**config.mk**
```make
export PLATFORM = sky130hd
export DESIGN_NAME = crc32_frame_checker_top
export DESIGN_NICKNAME = d
export VERILOG_FILES = /design/src/sv/crc32fc_pkg.sv /design/src/sv/crc32fc_cfg.sv /design/src/sv/crc32fc_core.sv /design/src/sv/crc32fc_out.sv /design/src/sv/crc32_frame_checker_top.sv
export SDC_FILE = /design/constraint.sdc
export NUM_CORES = 1
export LEC_CHECK = 0
export BUFFER_PORTS_ARGS = -buffer_cell sky130_fd_sc_hd__buf_2
export CORE_MARGIN = 4
export CORE_UTILIZATION = 30
export CTS_CLUSTER_SIZE = 25
export DETAILED_ROUTE_END_ITERATION = 8
export SYNTH_ARGS = -nofsm -noshare
export SYNTH_HDL_FRONTEND = slang
export SYNTH_SLANG_ARGS = --single-unit
```
**constraint.sdc**
```tcl
create_clock -name aclk -period 9.83 [get_ports aclk]
set_input_delay 0.4915 -clock aclk [delete_from_list [all_inputs] [get_ports aclk]]
set_output_delay 0.4915 -clock aclk [all_outputs]
set_load 0.02 [all_outputs]
```
**src/sv/crc32fc_pkg.sv**
```systemverilog
// Shared types and constants of the CRC-32 frame checker.
package crc32fc_pkg;

    localparam int unsigned CntW = 10;
    localparam logic [CntW-1:0] CountMax   = 10'd1023;
    localparam logic [CntW-1:0] MaxFrame   = 10'd512;
    localparam logic [CntW-1:0] RfidCmdLen = 10'd5;
    localparam logic [CntW-1:0] DelayDepth = 10'd4;
    localparam logic [CntW-1:0] HdrLen     = 10'd6;
    localparam logic [CntW-1:0] MinLen     = 10'd5;
    localparam logic [CntW-1:0] MinHdrLen  = 10'd10;

    localparam logic [31:0] CrcPoly = 32'hEDB8_8320;
    localparam logic [31:0] CrcInit = 32'hFFFF_FFFF;

    localparam logic [7:0] HdrSync0 = 8'hE5;
    localparam logic [7:0] HdrSync1 = 8'h5E;
    localparam logic [7:0] HdrZero  = 8'h00;

    // Header byte offsets.
    localparam logic [2:0] OffSync0 = 3'd0;
    localparam logic [2:0] OffSync1 = 3'd1;
    localparam logic [2:0] OffAddr  = 3'd3;
    localparam logic [2:0] OffType  = 3'd5;

    // Frame type codes, also used as payload kind.
    localparam logic [1:0] FtNone   = 2'd0;
    localparam logic [1:0] FtWeight = 2'd1;
    localparam logic [1:0] FtRfid   = 2'd2;

    // Register indexes on the configuration port.
    localparam logic RegNodeAddr   = 1'b0;
    localparam logic RegLinkEnable = 1'b1;

    typedef enum logic [2:0] {
        ST_NONE,
        ST_WEIGHT_OK,
        ST_RFID_OK,
        ST_CRC_ERR,
        ST_HDR_MISMATCH,
        ST_TOO_SHORT,
        ST_OVERSIZE,
        ST_DISABLED
    } status_t;

    typedef struct packed {
        logic [3:0] node_addr;
        logic       link_enable;
    } cfg_t;

    typedef struct packed {
        logic       payload_valid;
        logic [7:0] payload_byte;
        logic [1:0] payload_kind;
        logic       frame_done;
        status_t    frame_status;
    } res_t;

    // One byte through the reflected CRC-32.
    function automatic logic [31:0] crc_step(input logic [31:0] acc, input logic [7:0] b);
        logic [31:0] c;
        c = acc ^ {24'd0, b};
        for (int k = 0; k < 8; k++) begin
            c = (c >> 1) ^ (c[0] ? CrcPoly : 32'd0);
        end
        return c;
    endfunction

endpackage

```
**src/sv/crc32fc_cfg.sv**
```systemverilog
// APB-style configuration registers of the CRC-32 frame checker.
module crc32fc_cfg (
    input  logic                aclk,
    input  logic                aresetn,
    input  logic                psel,
    input  logic                penable,
    input  logic                pwrite,
    input  logic [2:0]          paddr,
    input  logic [31:0]         pwdata,
    output logic [31:0]         prdata,
    output logic                pready,
    output crc32fc_pkg::cfg_t   cfg
);

    logic [3:0] addr_reg;
    logic       link_reg;
    logic       wr_en;

    assign pready = 1'b1;
    assign wr_en  = psel && penable && pwrite;

    always_ff @(posedge aclk) begin
        if (!aresetn) begin
            addr_reg <= 4'd0;
            link_reg <= 1'b0;
        end else if (wr_en) begin
            case (paddr[2])
                crc32fc_pkg::RegNodeAddr:   addr_reg <= pwdata[3:0];
                crc32fc_pkg::RegLinkEnable: link_reg <= pwdata[0];
                default: ;
            endcase
        end
    end

    always_comb begin
        case (paddr[2])
            crc32fc_pkg::RegNodeAddr:   prdata = {28'd0, addr_reg};
            crc32fc_pkg::RegLinkEnable: prdata = {31'd0, link_reg};
            default:                    prdata = 32'd0;
        endcase
    end

    assign cfg.node_addr   = addr_reg;
    assign cfg.link_enable = link_reg;

endmodule

```
**src/sv/crc32fc_core.sv**
```systemverilog
// Frame state, CRC, header check and status logic of the CRC-32 frame checker.
module crc32fc_core (
    input  logic                aclk,
    input  logic                aresetn,
    input  logic                acc_en,
    input  logic [7:0]          in_byte,
    input  logic                in_last,
    input  crc32fc_pkg::cfg_t   cfg,
    output crc32fc_pkg::res_t   res
);

    logic [31:0] crc_reg, crc_next;
    logic [9:0]  cnt_reg, cnt_next;
    logic [7:0]  dly_reg [4];
    logic [7:0]  dly_next [4];
    logic        hm_reg, hm_next;
    logic [1:0]  ft_reg, ft_next;

    logic [7:0]  ob;
    logic [7:0]  want;
    logic [9:0]  off;
    logic [9:0]  pay_idx;
    logic [31:0] trl;
    logic        pv;
    logic [7:0]  pb;
    crc32fc_pkg::status_t status;

    assign ob      = dly_reg[0];
    assign off     = cnt_reg - crc32fc_pkg::DelayDepth;
    assign pay_idx = off - crc32fc_pkg::HdrLen;

    always_comb begin
        crc_next = crc_reg;
        hm_next  = hm_reg;
        ft_next  = ft_reg;
        want     = crc32fc_pkg::HdrZero;
        pv       = 1'b0;
        pb       = 8'd0;
        // The byte leaving the delay line can no longer be part of the trailer.
        if (cnt_reg >= crc32fc_pkg::DelayDepth) begin
            crc_next = crc32fc_pkg::crc_step(crc_reg, ob);
            if (off < crc32fc_pkg::HdrLen) begin
                case (off[2:0])
                    crc32fc_pkg::OffSync0: want = crc32fc_pkg::HdrSync0;
                    crc32fc_pkg::OffSync1: want = crc32fc_pkg::HdrSync1;
                    crc32fc_pkg::OffAddr:  want = {4'd0, cfg.node_addr};
                    crc32fc_pkg::OffType:  want = ob;
                    default:               want = crc32fc_pkg::HdrZero;
                endcase
                if (ob != want) begin
                    hm_next = 1'b0;
                end
                if (off[2:0] == crc32fc_pkg::OffType) begin
                    if (ob == {6'd0, crc32fc_pkg::FtWeight} || ob == {6'd0, crc32fc_pkg::FtRfid}) begin
                        ft_next = ob[1:0];
                    end else begin
                        hm_next = 1'b0;
                    end
                end
            end else if (hm_reg && ft_reg != crc32fc_pkg::FtNone) begin
                if (ft_reg == crc32fc_pkg::FtWeight || pay_idx < crc32fc_pkg::RfidCmdLen) begin
                    pv = 1'b1;
                    pb = ob;
                end
            end
        end

        dly_next[0] = dly_reg[1];
        dly_next[1] = dly_reg[2];
        dly_next[2] = dly_reg[3];
        dly_next[3] = in_byte;
        cnt_next = (cnt_reg < crc32fc_pkg::CountMax) ? cnt_reg + 10'd1 : cnt_reg;

        // After the shift the four newest bytes are the big-endian trailer.
        trl = {dly_reg[1], dly_reg[2], dly_reg[3], in_byte};

        status = crc32fc_pkg::ST_NONE;
        if (in_last) begin
            if (cnt_reg >= crc32fc_pkg::MaxFrame) begin
                status = crc32fc_pkg::ST_OVERSIZE;
            end else if (cnt_reg < crc32fc_pkg::MinLen - 10'd1) begin
                status = crc32fc_pkg::ST_TOO_SHORT;
            end else if (!cfg.link_enable) begin
                status = crc32fc_pkg::ST_DISABLED;
            end else if (cnt_reg < crc32fc_pkg::MinHdrLen - 10'd1) begin
                status = crc32fc_pkg::ST_HDR_MISMATCH;
            end else if (~crc_next != trl) begin
                status = crc32fc_pkg::ST_CRC_ERR;
            end else if (!hm_next || ft_next == crc32fc_pkg::FtNone) begin
                status = crc32fc_pkg::ST_HDR_MISMATCH;
            end else if (ft_next == crc32fc_pkg::FtWeight) begin
                status = crc32fc_pkg::ST_WEIGHT_OK;
            end else begin
                status = crc32fc_pkg::ST_RFID_OK;
            end
        end

        res.payload_valid = pv;
        res.payload_byte  = pb;
        res.payload_kind  = hm_next ? ft_next : crc32fc_pkg::FtNone;
        res.frame_done    = in_last;
        res.frame_status  = status;
    end

    always_ff @(posedge aclk) begin
        if (!aresetn || (acc_en && in_last)) begin
            crc_reg <= crc32fc_pkg::CrcInit;
            cnt_reg <= 10'd0;
            hm_reg  <= 1'b1;
            ft_reg  <= crc32fc_pkg::FtNone;
            for (int i = 0; i < 4; i++) begin
                dly_reg[i] <= 8'd0;
            end
        end else if (acc_en) begin
            crc_reg <= crc_next;
            cnt_reg <= cnt_next;
            hm_reg  <= hm_next;
            ft_reg  <= ft_next;
            for (int i = 0; i < 4; i++) begin
                dly_reg[i] <= dly_next[i];
            end
        end
    end

`ifndef SYNTHESIS
    a_clear_after_last: assert property (@(posedge aclk) disable iff (!aresetn)
        acc_en && in_last |=> cnt_reg == 10'd0 && crc_reg == crc32fc_pkg::CrcInit && hm_reg)
        else $error("frame state not cleared after last word");

    a_payload_after_header: assert property (@(posedge aclk) disable iff (!aresetn)
        pv |-> hm_reg && cnt_reg >= crc32fc_pkg::MinHdrLen)
        else $error("payload emitted before a matching header");

    a_type_only_known: assert property (@(posedge aclk) disable iff (!aresetn)
        ft_reg != crc32fc_pkg::FtNone |-> cnt_reg >= crc32fc_pkg::MinHdrLen)
        else $error("frame type set before the type byte");

    a_status_only_on_done: assert property (@(posedge aclk) disable iff (!aresetn)
        status != crc32fc_pkg::ST_NONE |-> in_last)
        else $error("status reported on a word that is not last");
`endif

endmodule

```
**src/sv/crc32fc_out.sv**
```systemverilog
// Result register of the CRC-32 frame checker.
module crc32fc_out (
    input  logic                aclk,
    input  logic                aresetn,
    input  logic                s_valid,
    output logic                s_ready,
    input  crc32fc_pkg::res_t   res,
    output logic                m_valid,
    input  logic                m_ready,
    output crc32fc_pkg::res_t   m_res
);

    logic              valid_reg, valid_next;
    crc32fc_pkg::res_t res_reg;
    logic              load;

    // A new word loads while the held result leaves in the same cycle.
    assign s_ready = !valid_reg || m_ready;
    assign load    = s_valid && s_ready;

    always_comb begin
        valid_next = valid_reg;
        if (load) begin
            valid_next = 1'b1;
        end else if (m_ready) begin
            valid_next = 1'b0;
        end
    end

    always_ff @(posedge aclk) begin
        if (!aresetn) begin
            valid_reg <= 1'b0;
        end else begin
            valid_reg <= valid_next;
        end
    end

    always_ff @(posedge aclk) begin
        if (load) begin
            res_reg <= res;
        end
    end

    assign m_valid = valid_reg;
    assign m_res   = res_reg;

endmodule

```
**src/sv/crc32_frame_checker_top.sv**
```systemverilog
// Top level of the CRC-32 frame checker.
//
//  Channel  Direction  Payload                                        Handshake
//  s_       in         in_byte, in_last                                s_valid/s_ready
//  m_       out        payload_valid/byte/kind, frame_done/status      m_valid/m_ready
//  APB      in/out     node_addr (0x0), link_enable (0x4)              psel/penable
//
// One word per cycle while s_ready is high; results follow in the next cycle.
// The CRC byte step, header check and status compare sit between the frame state
// and the result register.
// Reset is synchronous and active low; it clears frame state, config and m_valid.
// s_ready stays high while the result register is empty or being drained.
module crc32_frame_checker_top (
    input  logic        aclk,
    input  logic        aresetn,
    input  logic        s_valid,
    output logic        s_ready,
    input  logic [7:0]  s_in_byte,
    input  logic        s_in_last,
    output logic        m_valid,
    input  logic        m_ready,
    output logic        m_payload_valid,
    output logic [7:0]  m_payload_byte,
    output logic [1:0]  m_payload_kind,
    output logic        m_frame_done,
    output logic [2:0]  m_frame_status,
    input  logic        psel,
    input  logic        penable,
    input  logic        pwrite,
    input  logic [2:0]  paddr,
    input  logic [31:0] pwdata,
    output logic [31:0] prdata,
    output logic        pready
);

    crc32fc_pkg::cfg_t cfg;
    crc32fc_pkg::res_t res;
    crc32fc_pkg::res_t m_res;
    logic              acc_en;

    assign acc_en = s_valid && s_ready;

    crc32fc_cfg u_cfg (
        .aclk    (aclk),
        .aresetn (aresetn),
        .psel    (psel),
        .penable (penable),
        .pwrite  (pwrite),
        .paddr   (paddr),
        .pwdata  (pwdata),
        .prdata  (prdata),
        .pready  (pready),
        .cfg     (cfg)
    );

    crc32fc_core u_core (
        .aclk    (aclk),
        .aresetn (aresetn),
        .acc_en  (acc_en),
        .in_byte (s_in_byte),
        .in_last (s_in_last),
        .cfg     (cfg),
        .res     (res)
    );

    crc32fc_out u_out (
        .aclk    (aclk),
        .aresetn (aresetn),
        .s_valid (s_valid),
        .s_ready (s_ready),
        .res     (res),
        .m_valid (m_valid),
        .m_ready (m_ready),
        .m_res   (m_res)
    );

    assign m_payload_valid = m_res.payload_valid;
    assign m_payload_byte  = m_res.payload_byte;
    assign m_payload_kind  = m_res.payload_kind;
    assign m_frame_done    = m_res.frame_done;
    assign m_frame_status  = m_res.frame_status;

endmodule
```
# == Word level (Yosys, flattened, before mapping) ==
# Memory sizes are Yosys's and may differ from the RTL's.
# Cells that the tools add are included.
# totals
out_inout_bits,50
wordCells,116
n_memories,1
ff_bits,66
input_bits,51
mem_bits_rw,32
# classes
bitwise,19
eq_ne,9
n_lt_le_gt_ge,7
n_mux,41
n_reduce_logical,23
addsub,3
# memory_table
memory,depth,width,read_ports,rd_clocked_by_memory_dff,write_ports,line,text
u_core.dly_reg,4,8,4,0,4,crc32fc_core.sv:14,logic [7:0] dly_reg [4];
# ops
cell,n
two-way mux 32 bit,9
XOR 31 x 32 -> 32 bit,8
one-hot mux 32 bit (2 select lines),1
two-way mux 8 bit,6
!= test 32 bit,1
NOT 32 bit,1
one-hot mux 8 bit (4 select lines),1
XOR 32 x 8 -> 32 bit,1
"< comparator 10 x 3 -> 1 bit, second input constant",3
"subtractor 10 x 3 -> 10 bit, second input constant",2
two-way mux 3 bit,6
two-way mux 1 bit,13
"adder 10 x 1 -> 10 bit, second input constant",1
"greater-or-equal comparator 10 bit, second input constant",1
"greater-or-equal comparator 10 x 3 -> 1 bit, second input constant",1
"< comparator 10 bit, second input constant",1
"< comparator 10 x 4 -> 1 bit, second input constant",1
two-way mux 2 bit,5
"equality test 8 x 1 -> 1 bit, second input constant",1
"equality test 8 x 2 -> 1 bit, second input constant",1
!= test 8 bit,1
AND reduction 2 bit,3
logical AND 1 bit,5
logical OR 1 bit,5
other kinds (13),24

# == Logic depth before layout (Yosys ltp) ==
# Gate-level depths: netlist of run 1.
# An unclocked memory read counts as a cell.
# logic_depth
word_depth,26
ltp_mapped,16
ltp_nobuf,13

# == Hierarchy ==
# Synthesis of run 1 repeated with hierarchy kept, for this count alone.
# hier_totals
cells_unflattened,665
hier_area_um2,6585.1
# by_module_without_submodules
mod,seq_area_each_um2,cells_each,area_each_um2,n_inst
crc32fc_core,1861.8,585,5591.6,1
crc32fc_out,470.5,20,508.0,1
crc32fc_cfg,100.1,59,479.2,1
crc32_frame_checker_top,0.0,1,6.3,1

# == Worst setup path before layout of run 1 ==
# No wires, ideal clock.
# synth_timing
path_type,reg-to-reg
from,reg u_core.cnt_reg[2]
to,"reg u_out.res_reg, in the netlist u_out.m_res[1] (data pin)"
path_slack_ns,5.781
path_stages_with_launch,15
arrival_time_ns,3.795
synth_period_minus_slack_ns,4.049
required_ns,9.576
setup_time_ns,0.254
n_path_buf,2
cell_sequence,dfxtp_1 > inv_1 > ha_1 > or3b_1 > clkbuf_1 > or3_1 > buf_6 > mux2i_1 > xor2_1 > or4_1 > or4_4 > nor4b_4 > a21o_1 > a21oi_1 > o21a_1
# synth_via
elab_chain_cells,19
word_cells_on_any_way,36
classes_between,1 x add/sub; 5 x order compare; 6 x eq/ne; 19 x mux; 1 x bitwise; 4 x reduce/logical
# synth_lines
element,line,text
from (decl),crc32fc_core.sv:13,"logic [9:0] cnt_reg, cnt_next;"
from (signal assigned),crc32fc_core.sv:116,cnt_reg <= cnt_next;
subtractor 10 x 3 -> 10 bit,crc32fc_core.sv:29,assign off = cnt_reg - crc32fc_pkg::DelayDepth;
"equality test 3 bit, or another cell as far along","crc32fc_core.sv:43, crc32fc_core.sv:53",
one-hot mux 8 bit (4 select lines),crc32fc_core.sv:43,case (off[2:0])
two-way mux 8 bit,crc32fc_core.sv:42,if (off < crc32fc_pkg::HdrLen) begin
two-way mux 8 bit,crc32fc_core.sv:40,if (cnt_reg >= crc32fc_pkg::DelayDepth) begin
!= test 8 bit,crc32fc_core.sv:50,if (ob != want) begin
two-way mux 1 bit,crc32fc_core.sv:50,
two-way mux 1 bit,crc32fc_core.sv:54,"if (ob == {6'd0, crc32fc_pkg::FtWeight} || ob == {6'd0, crc32fc_pkg::FtRfid}) begin"
[... 3 more ...],-,
logical NOT 1 bit,crc32fc_core.sv:89,end else if (!hm_next || ft_next == crc32fc_pkg::FtNone) begin
logical OR 1 bit,crc32fc_core.sv:89,
two-way mux 3 bit,crc32fc_core.sv:89,
two-way mux 3 bit,crc32fc_core.sv:87,end else if (~crc_next != trl) begin
two-way mux 3 bit,crc32fc_core.sv:85,end else if (cnt_reg < crc32fc_pkg::MinHdrLen - 10'd1) begin
two-way mux 3 bit,crc32fc_core.sv:83,end else if (!cfg.link_enable) begin
two-way mux 3 bit,crc32fc_core.sv:81,end else if (cnt_reg < crc32fc_pkg::MinLen - 10'd1) begin
two-way mux 3 bit (*),crc32fc_core.sv:79,if (cnt_reg >= crc32fc_pkg::MaxFrame) begin
to (signal assigned),crc32fc_out.sv:40,res_reg <= res;
to (decl),crc32fc_out.sv:14,crc32fc_pkg::res_t res_reg;
# Mark *: on every way between the ends. The rest lies on a longest branch, timed or not. The select of a mux whose other input is x is not followed.
# A chain may end at the register's enable or synchronous reset.

# == Final worst setup path of run 1 ==
# Same ends and word-level chain as after synthesis.

==> results of run 1 <==
-- worst min-delay path, delay by kind of cell --
kind	cells	cell delay (ns)
compound gates	1	0.06
buf+inv	2	0.15
-- final timing paths --
kind,depth (start not counted),start,to,slack [ns]
max,13,u_core.cnt_reg[2],u_out.m_res[1],4.98
min reg2reg,2,u_core.crc_reg[31],u_core.crc_reg[31],0.50
max reg2reg,13,u_core.cnt_reg[2],u_out.m_res[1],4.98
min,3,s_valid,u_out.m_valid,0.39
-- power by group --
part / switching, mW / leakage, nW / internal [mW] / total, mW
Sequential: 0.0147 / 0.915 / 0.441 / 0.456
Combinational: 0.111 / 1.53 / 0.0746 / 0.185
Clock: 0.152 / 0.136 / 0.194 / 0.346
-- cells by family (layout without fill, tap and decap cells) --
| family | after synthesis | count (layout) | synth area share |
|---|---|---|---|
| other | 2 | 29 | 0.001209 |
| buffers and inverters | 79 | 84 | 0.06867 |
| flip-flops | 98 | 98 | 0.3915 |
| AO/OA/AOI/OAI | 119 | 119 | 0.1267 |
| XOR/XNOR | 122 | 122 | 0.2006 |
| adder cells (fa/ha/maj) | 14 | 14 | 0.02819 |
| AND/OR/NAND/NOR | 189 | 189 | 0.1589 |
| multiplexers | 15 | 15 | 0.02436 |
-- cell type report --
cell class	count	area, um^2
fill	2099	13450
sequential	98	2432
tap	270	337.8
timing repair buffer	48	257.7
clock inverter	2	11.26
clock buffer	14	275.3
inverter	20	75.07
multi-input combinational	488	3465
-- cell usage after synthesis (2+ instances only) --
cell,number
a211oi_1,2
a21boi_0,2
a21oi_1,43
a31oi_1,6
and2_1,39
and3_1,2
buf_2,4
buf_4,29
buf_6,2
clkbuf_1,23
conb_1,2
dfxtp_1,51
edfxtp_1,47
ha_1,14
inv_1,19
mux2i_1,14
nand2_1,35
nand2b_1,3
nand3_1,7
nand3b_1,2
nand4_1,5
nor2_1,58
nor2b_1,6
nor3_1,5
nor3b_1,2
nor4_1,8
nor4b_1,2
o2111ai_1,6
o211ai_1,4
o21ai_0,14
o21bai_1,2
o221ai_1,5
o22a_1,8
o22ai_1,5
o311ai_0,2
o31ai_1,2
o32ai_1,2
or3_1,6
or4_1,2
xnor2_1,68
xnor2_2,4
xnor3_1,8
xor2_1,39
xor3_1,2
-- cells in the final DEF, fill, tap and decap left out, drive strengths merged, types with 4 or more instances in the layout --
cell type / count
nor2b: 6
nand4: 5
a31oi: 6
o2111ai: 6
nor3: 6
o22ai: 5
xnor3: 8
conb: 29
ha: 14
xor2: 40
or3: 6
o221ai: 5
o22a: 8
xnor2: 72
mux2i: 14
o21ai: 16
dfxtp: 51
a21oi: 43
nand3: 7
nor2: 58
inv: 19
and2: 39
o211ai: 4
buf: 48
edfxtp: 47
nor4: 8
clkbuf: 14
nand2: 35
-- routing by layer --
metal,up-vias,GRT usage,wire length [um]
li1,2225,-,-
met2,134,0.2041,6770
met4,0,0.02997,181
met3,12,0.02929,806
met1,2137,0.1787,7167
met5,-,0,0
-- metrics by stage --
step	worst slack, ns	std cells
finish	4.975	940
global route	4.724	940
CTS	4.992	940
detailed placement	5.033	924
global placement	5.007	924
floorplan	5.781	665
==> summary.md, run 1 <==
| Metric | Value |
|---|---|
| Max Cap Viol | 0 |
| Max incr delay on CP | 0.54 ns |
| CTS resizes | 0 |
| Critical path endpoint category | register |
| Crit path buf inv count | 2 |
| Max FO, Critical Path | 28 |
| CTS root buffer | clkbuf_16 |
| H-tree depth | 3 |
| Area growth syn-to-layout | 10.31% |
| Async set-or-reset flop fraction in the synthesized netlist | 0 |
| Fraction of layout instances using a drive strength above 1 | 0.1104 |
| Starting density of the core | 0.3061 |
| IO Port Bufs | 41 |
| Cell count after synthesis | 638 |
| Cell family with most CP delay | simple AND/OR/NAND/NOR gates |
| Seq/Total Area, Yosys | 0.3915 |
| Core area | 20300 um^2 |
| Status | completed |
| Chip width | 151.9 um |
| Overall Global Routing Usage | 0.1285 |
| Yosys warnings | 0 |
| Vias in the first global route | 4290 |
| CTS buffer count | 9 |
| Worst slew pin tran | 0.9559 ns |
| Inserted Diodes | 0 |
| Pin count of the biggest net entering global routing | 34 |
| Final setup violation count | 0 |
| Hold Slack | 0.3934 ns |
| Hold/Removal Path Class | in -> reg |
| Yosys reg bits | 98 |
| Slowest library cell on the worst path | or4_1 |
| Clock transition at path regs | 0.06 ns |
| First-pass GRT wire length | 23940 um |
| Tcrit/Tclk final | 0.4939 |
| Placed inst area | 6568 um^2 |
| Final Instance Area | 6854 um^2 |
| Tmin final | 4.855 ns |
| DR pass1 iterations | 4 |
| HPWL Detailed | 10920 um |
| # IOs | 101 |
| Row count | 52 |
| Fin Clk Skew | 0.008923 ns |
| Startpoint types | register |
| GP Congestion | 0.8753 |
| RSZ-0062 raised after global routing | false |
| Tot Pwr | 0.9870 mW |
| Fmax achieved | 206.0 MHz |
| Setup TNS | 0 ns |
| Drt drc | 0 |
| Syn Area/Cell | 9.739 um^2 |
| Fin nets | 730 |
| Later-pin clock latency in the skew report | 0.35 ns |
| Area contributors post-synth | edfxtp_1 (23%), dfxtp_1 (16%), xnor2_1 (9.6%), xor2_1 (5.5%), and2_1 (3.9%) |
| EDFF count, synth | 47 |
| Mapped Area | 6213 um^2 |
| Most used DFF post-synth | dfxtp_1 |
| CTS tree | yes |
| Max-slew headroom | 0.3582 |
| Crit path cell chain | inv_1, ha_1, or3b_1, or3_1, buf_4, mux2i_1, xor2_1, or4_1, or4_4, nor4b_4, a21o_1, a21oi_1, o21a_1 |
| Count of hold-fix buffers inserted at cts | 0 |
| Layout Utilization | 0.3376 |
| Overflow after GRT | 0 |
| Routed len/inst | 15.88 um |
| Cell Pwr Density | 144.0 nW/um^2 |
| Initial drt markers | 271 |
| Top-area cell type share of the netlist area | 0.2271 |
| Distinct cells, synth | 71 |
| Die area | 23080 um^2 |
| Worst Path Arrival | 4.97 ns |
| Pleak | 2.583 nW |
| Final hold viol count | 0 |
| Final WL | 14930 um |
| Yosys top cell by area | edfxtp_1 |
| Critical Path RT | 9.94 ns |
| Antenna Nets Post-Route | 0 |
| Slew Limit Fails | 0 |
| Max clock buf depth | 2 |
| Setup Buffers After CTS | 0 |
| Initial antenna violation count | 0 |
| Via-to-Cell Ratio | 4.796 |
| VDD IR max | 0.07702 mV |
| CP Class | reg -> reg |
| Via Count | 4508 |
| CTS sink cnt | 98 |
| Die Span Y | 151.9 um |
Note: power is estimated with default switching activity, not from simulation.
==> inputs of run 2 (changes only) <==
--- a/config.mk
+++ b/config.mk
@@ -5,6 +5,7 @@
 export SDC_FILE = /design/constraint.sdc
 export NUM_CORES = 1
 export LEC_CHECK = 0
+export ABC_AREA = 1
 export BUFFER_PORTS_ARGS = -buffer_cell sky130_fd_sc_hd__buf_2
 export CORE_MARGIN = 4
 export CORE_UTILIZATION = 30
==> constraint.sdc (replaced) <==
create_clock -name aclk -period 4.86 [get_ports aclk]
set_input_delay 0.243 -clock aclk [delete_from_list [all_inputs] [get_ports aclk]]
set_output_delay 0.243 -clock aclk [all_outputs]
set_load 0.02 [all_outputs]
==> run 2 against run 1 <==
Sequential share of layout area is 3.6 points lower. Hold slack worse by 0.30 ns. Core utilization is 0.21 points lower. First-iteration DRC count grew to 2.8 times the previous value. Highest routed layer unchanged.
==> summary.md, run 2 <==
| Metric | Value |
|---|---|
| Fraction of layout instances using a drive strength above 1 | 0.08386 |
| RSZ-0062 raised after global routing | false |
| Tmin final | 3.685 ns |
| Row count | 55 |
| Initial drt markers | 754 |
| Drt drc | 0 |
| Yosys reg bits | 98 |
| Via-to-Cell Ratio | 5.019 |
| CP Class | reg -> reg |
| Fin Clk Skew | 0.01180 ns |
| Initial antenna violation count | 0 |
| Layout Utilization | 0.3356 |
| Worst slew pin tran | 0.6964 ns |
| Seq/Total Area, Yosys | 0.3501 |
| Fmax achieved | 271.4 MHz |
| Top-area cell type share of the netlist area | 0.2177 |
| GP Congestion | 0.9247 |
| CTS sink cnt | 98 |
| Final WL | 21580 um |
| Yosys top cell by area | nand2_1 |
| VDD IR max | 0.1607 mV |
| Die Span Y | 160.2 um |
| Most frequent cell after synthesis | nand2_1 |
| Chip width | 160.2 um |
| H-tree depth | 3 |
| Starting density of the core | 0.3060 |
| Max clock buf depth | 2 |
| Tcrit/Tclk final | 0.7582 |
| Hold/Removal Path Class | in -> reg |
| Post-synth top cells | nand2_1 (403), inv_1 (138), nand3_1 (97), nor2_1 (88), dfxtp_1 (51) |
| CTS root buffer | clkbuf_16 |
| Pleak | 3.948 nW |
| Critical Path RT | 5.08 ns |
| Cell count after synthesis | 1068 |
| Most frequent cells in the layout | nand2_1 (403), inv_1 (137), nand3_1 (97), nor2_1 (86), dfxtp_1 (51) |
| CTS resizes | 0 |
| First-pass GRT wire length | 33640 um |
| Pin count of the biggest net entering global routing | 44 |
| Mapped Area | 6948 um^2 |
| CTS buffer count | 9 |
| Hold Slack | 0.09354 ns |
| Sequential power share | 0.393 |
| Final setup violation count | 0 |
| Overall Global Routing Usage | 0.1653 |
| Switching Fraction | 0.3867 |
| HPWL Detailed | 16160 um |
| Setup TNS | 0 ns |
| Internal Pwr Total | 1.473 mW |
| IO Port Bufs | 41 |
| Commonest non-fill, non-tap cell in the layout | nand2_1 |
| Most used DFF post-synth | dfxtp_1 |
| Async set-or-reset flop fraction in the synthesized netlist | 0 |
| CTS tree | yes |
| Antenna Nets Post-Route | 0 |
| Slew Limit Fails | 0 |
| # IOs | 101 |
| Setup Buffers After CTS | 0 |
| Routed len/inst | 15.48 um |
| Vias in the first global route | 6165 |
| Critical path endpoint category | register |
| Area growth syn-to-layout | 9.688% |
| Count of hold-fix buffers inserted at cts | 0 |
| P_sw | 0.9287 mW |
| Later-pin clock latency in the skew report | 0.37 ns |
| Fin nets | 1169 |
| Max Cap Viol | 0 |
| Gate power share | 0.300 |
| Inserted Diodes | 0 |
| Status | completed |
| Distinct cells, synth | 41 |
| Die area | 25660 um^2 |
| Max-slew headroom | 0.5352 |
| Fillers | 2506 |
| Yosys warnings | 0 |
| Clock share of power | 0.307 |
| Syn Area/Cell | 6.506 um^2 |
| DR pass1 iterations | 6 |
| Overflow after GRT | 0 |
| Final hold viol count | 0 |
| Area contributors post-synth | nand2_1 (22%), edfxtp_1 (20%), dfxtp_1 (15%), inv_1 (7.5%), nand3_1 (7.0%) |
| Via Count | 6997 |
| Worst Path Arrival | 3.91 ns |
| Tot Pwr | 2.401 mW |
| Clock transition at path regs | 0.08 ns |
| Startpoint types | register |
| EDFF count, synth | 47 |
| Core area | 22710 um^2 |
| Cell Pwr Density | 315.1 nW/um^2 |
| Max FO, Critical Path | 43 |
## run 2: changes by cell type after synthesis, moves of 12 or more
cell and change:
a21oi_1 -28, a22oi_1 +24, and2_1 -39, clkbuf_1 -14
inv_1 +119, mux2i_1 -14, nand2_1 +368, nand2_2 +12
nand3_1 +90, nand4_1 +14, nor2_1 +30, o21ai_0 +16
xnor2_1 -68, xor2_1 -23
## run 2: through the flow
| step | std cells | cell area (um^2) | setup WS (ns) |
|---|---|---|---|
| after floorplan | 1095 | 7049 | 1.981 |
| after global placement | 1378 | 7332 | 1.222 |
| after detailed placement | 1378 | 7332 | 1.240 |
| after CTS | 1394 | 7621 | 1.207 |
| after global routing | 1394 | 7621 | 0.8556 |
| final | 1394 | 7621 | 1.175 |
## run 2: path summary, 6_finish.rpt
path	from	to	slack, ns	depth (start not counted)
max	u_core.cnt_reg[2]	u_out.m_res[2]	1.17	15
min	s_in_last	u_out.m_res[3]	0.09	1
max reg2reg	u_core.cnt_reg[2]	u_out.m_res[2]	1.17	15
min reg2reg	u_core.crc_reg[21]	u_core.crc_reg[21]	0.51	2
## run 2: cells by family (layout without fill, tap and decap cells)
group,count (synthesis),in the layout,share of synthesized area
adders and majority gates,14,14,0.02521
and+or+nand+nor,643,643,0.3872
buffers and inverters,193,207,0.1246
DFF,98,98,0.3501
AOI/OAI and AO/OA,102,102,0.09166
xor gates and xnor gates,16,16,0.02017
other,2,29,0.001081
## run 2: critical path, stage by stage (launching register included)
cell	delay, ns
dfxtp_1	0.51
inv_1	0.24
ha_1	0.30
nand2_2	0.13
nor2_4	0.06
nand2_4	0.39
inv_2	0.41
nor2_1	0.19
nand3_1	0.12
nand3_1	0.13
nand2_1	0.06
nand2_1	0.18
nand4_1	0.12
nor3_1	0.32
nand4_1	0.16
a21oi_1	0.15
## run 2: metal layers
| layer | GRT usage | share of wire |
|---|---|---|
| met1 | 0.2200 | 0.44 |
| met5 | 0 | 0 |
| met2 | 0.2755 | 0.46 |
| met3 | 0.02477 | 0.078 |
| met4 | 0.05397 | 0.024 |
## run 2: power by group through the flow
| stage | Clock (mW) | Sequential [mW] | Combinational (mW) |
|---|---|---|---|
| CTS | 0.750 | 0.944 | 0.711 |
| global route | 0.782 | 0.949 | 0.804 |
| detailed placement | 0 | 0.962 | 0.707 |
| global placement | 0 | 0.962 | 0.702 |
| floorplan | 0 | 0.962 | 0.527 |
| finish | 0.737 | 0.944 | 0.721 |
## run 2: layout make-up
class                           count  area (um^2)  area share
Timing Repair Buffer               46        242.7     0.03185
Sequential cell                    98         2432      0.3192
Inverter                          145        544.3     0.07142
Multi-Input combinational cell    804         3756      0.4929
Tap cell                          285        356.6     0.04679
Clock inverter                      7        63.81    0.008373
Clock buffer                        9        225.2     0.02955
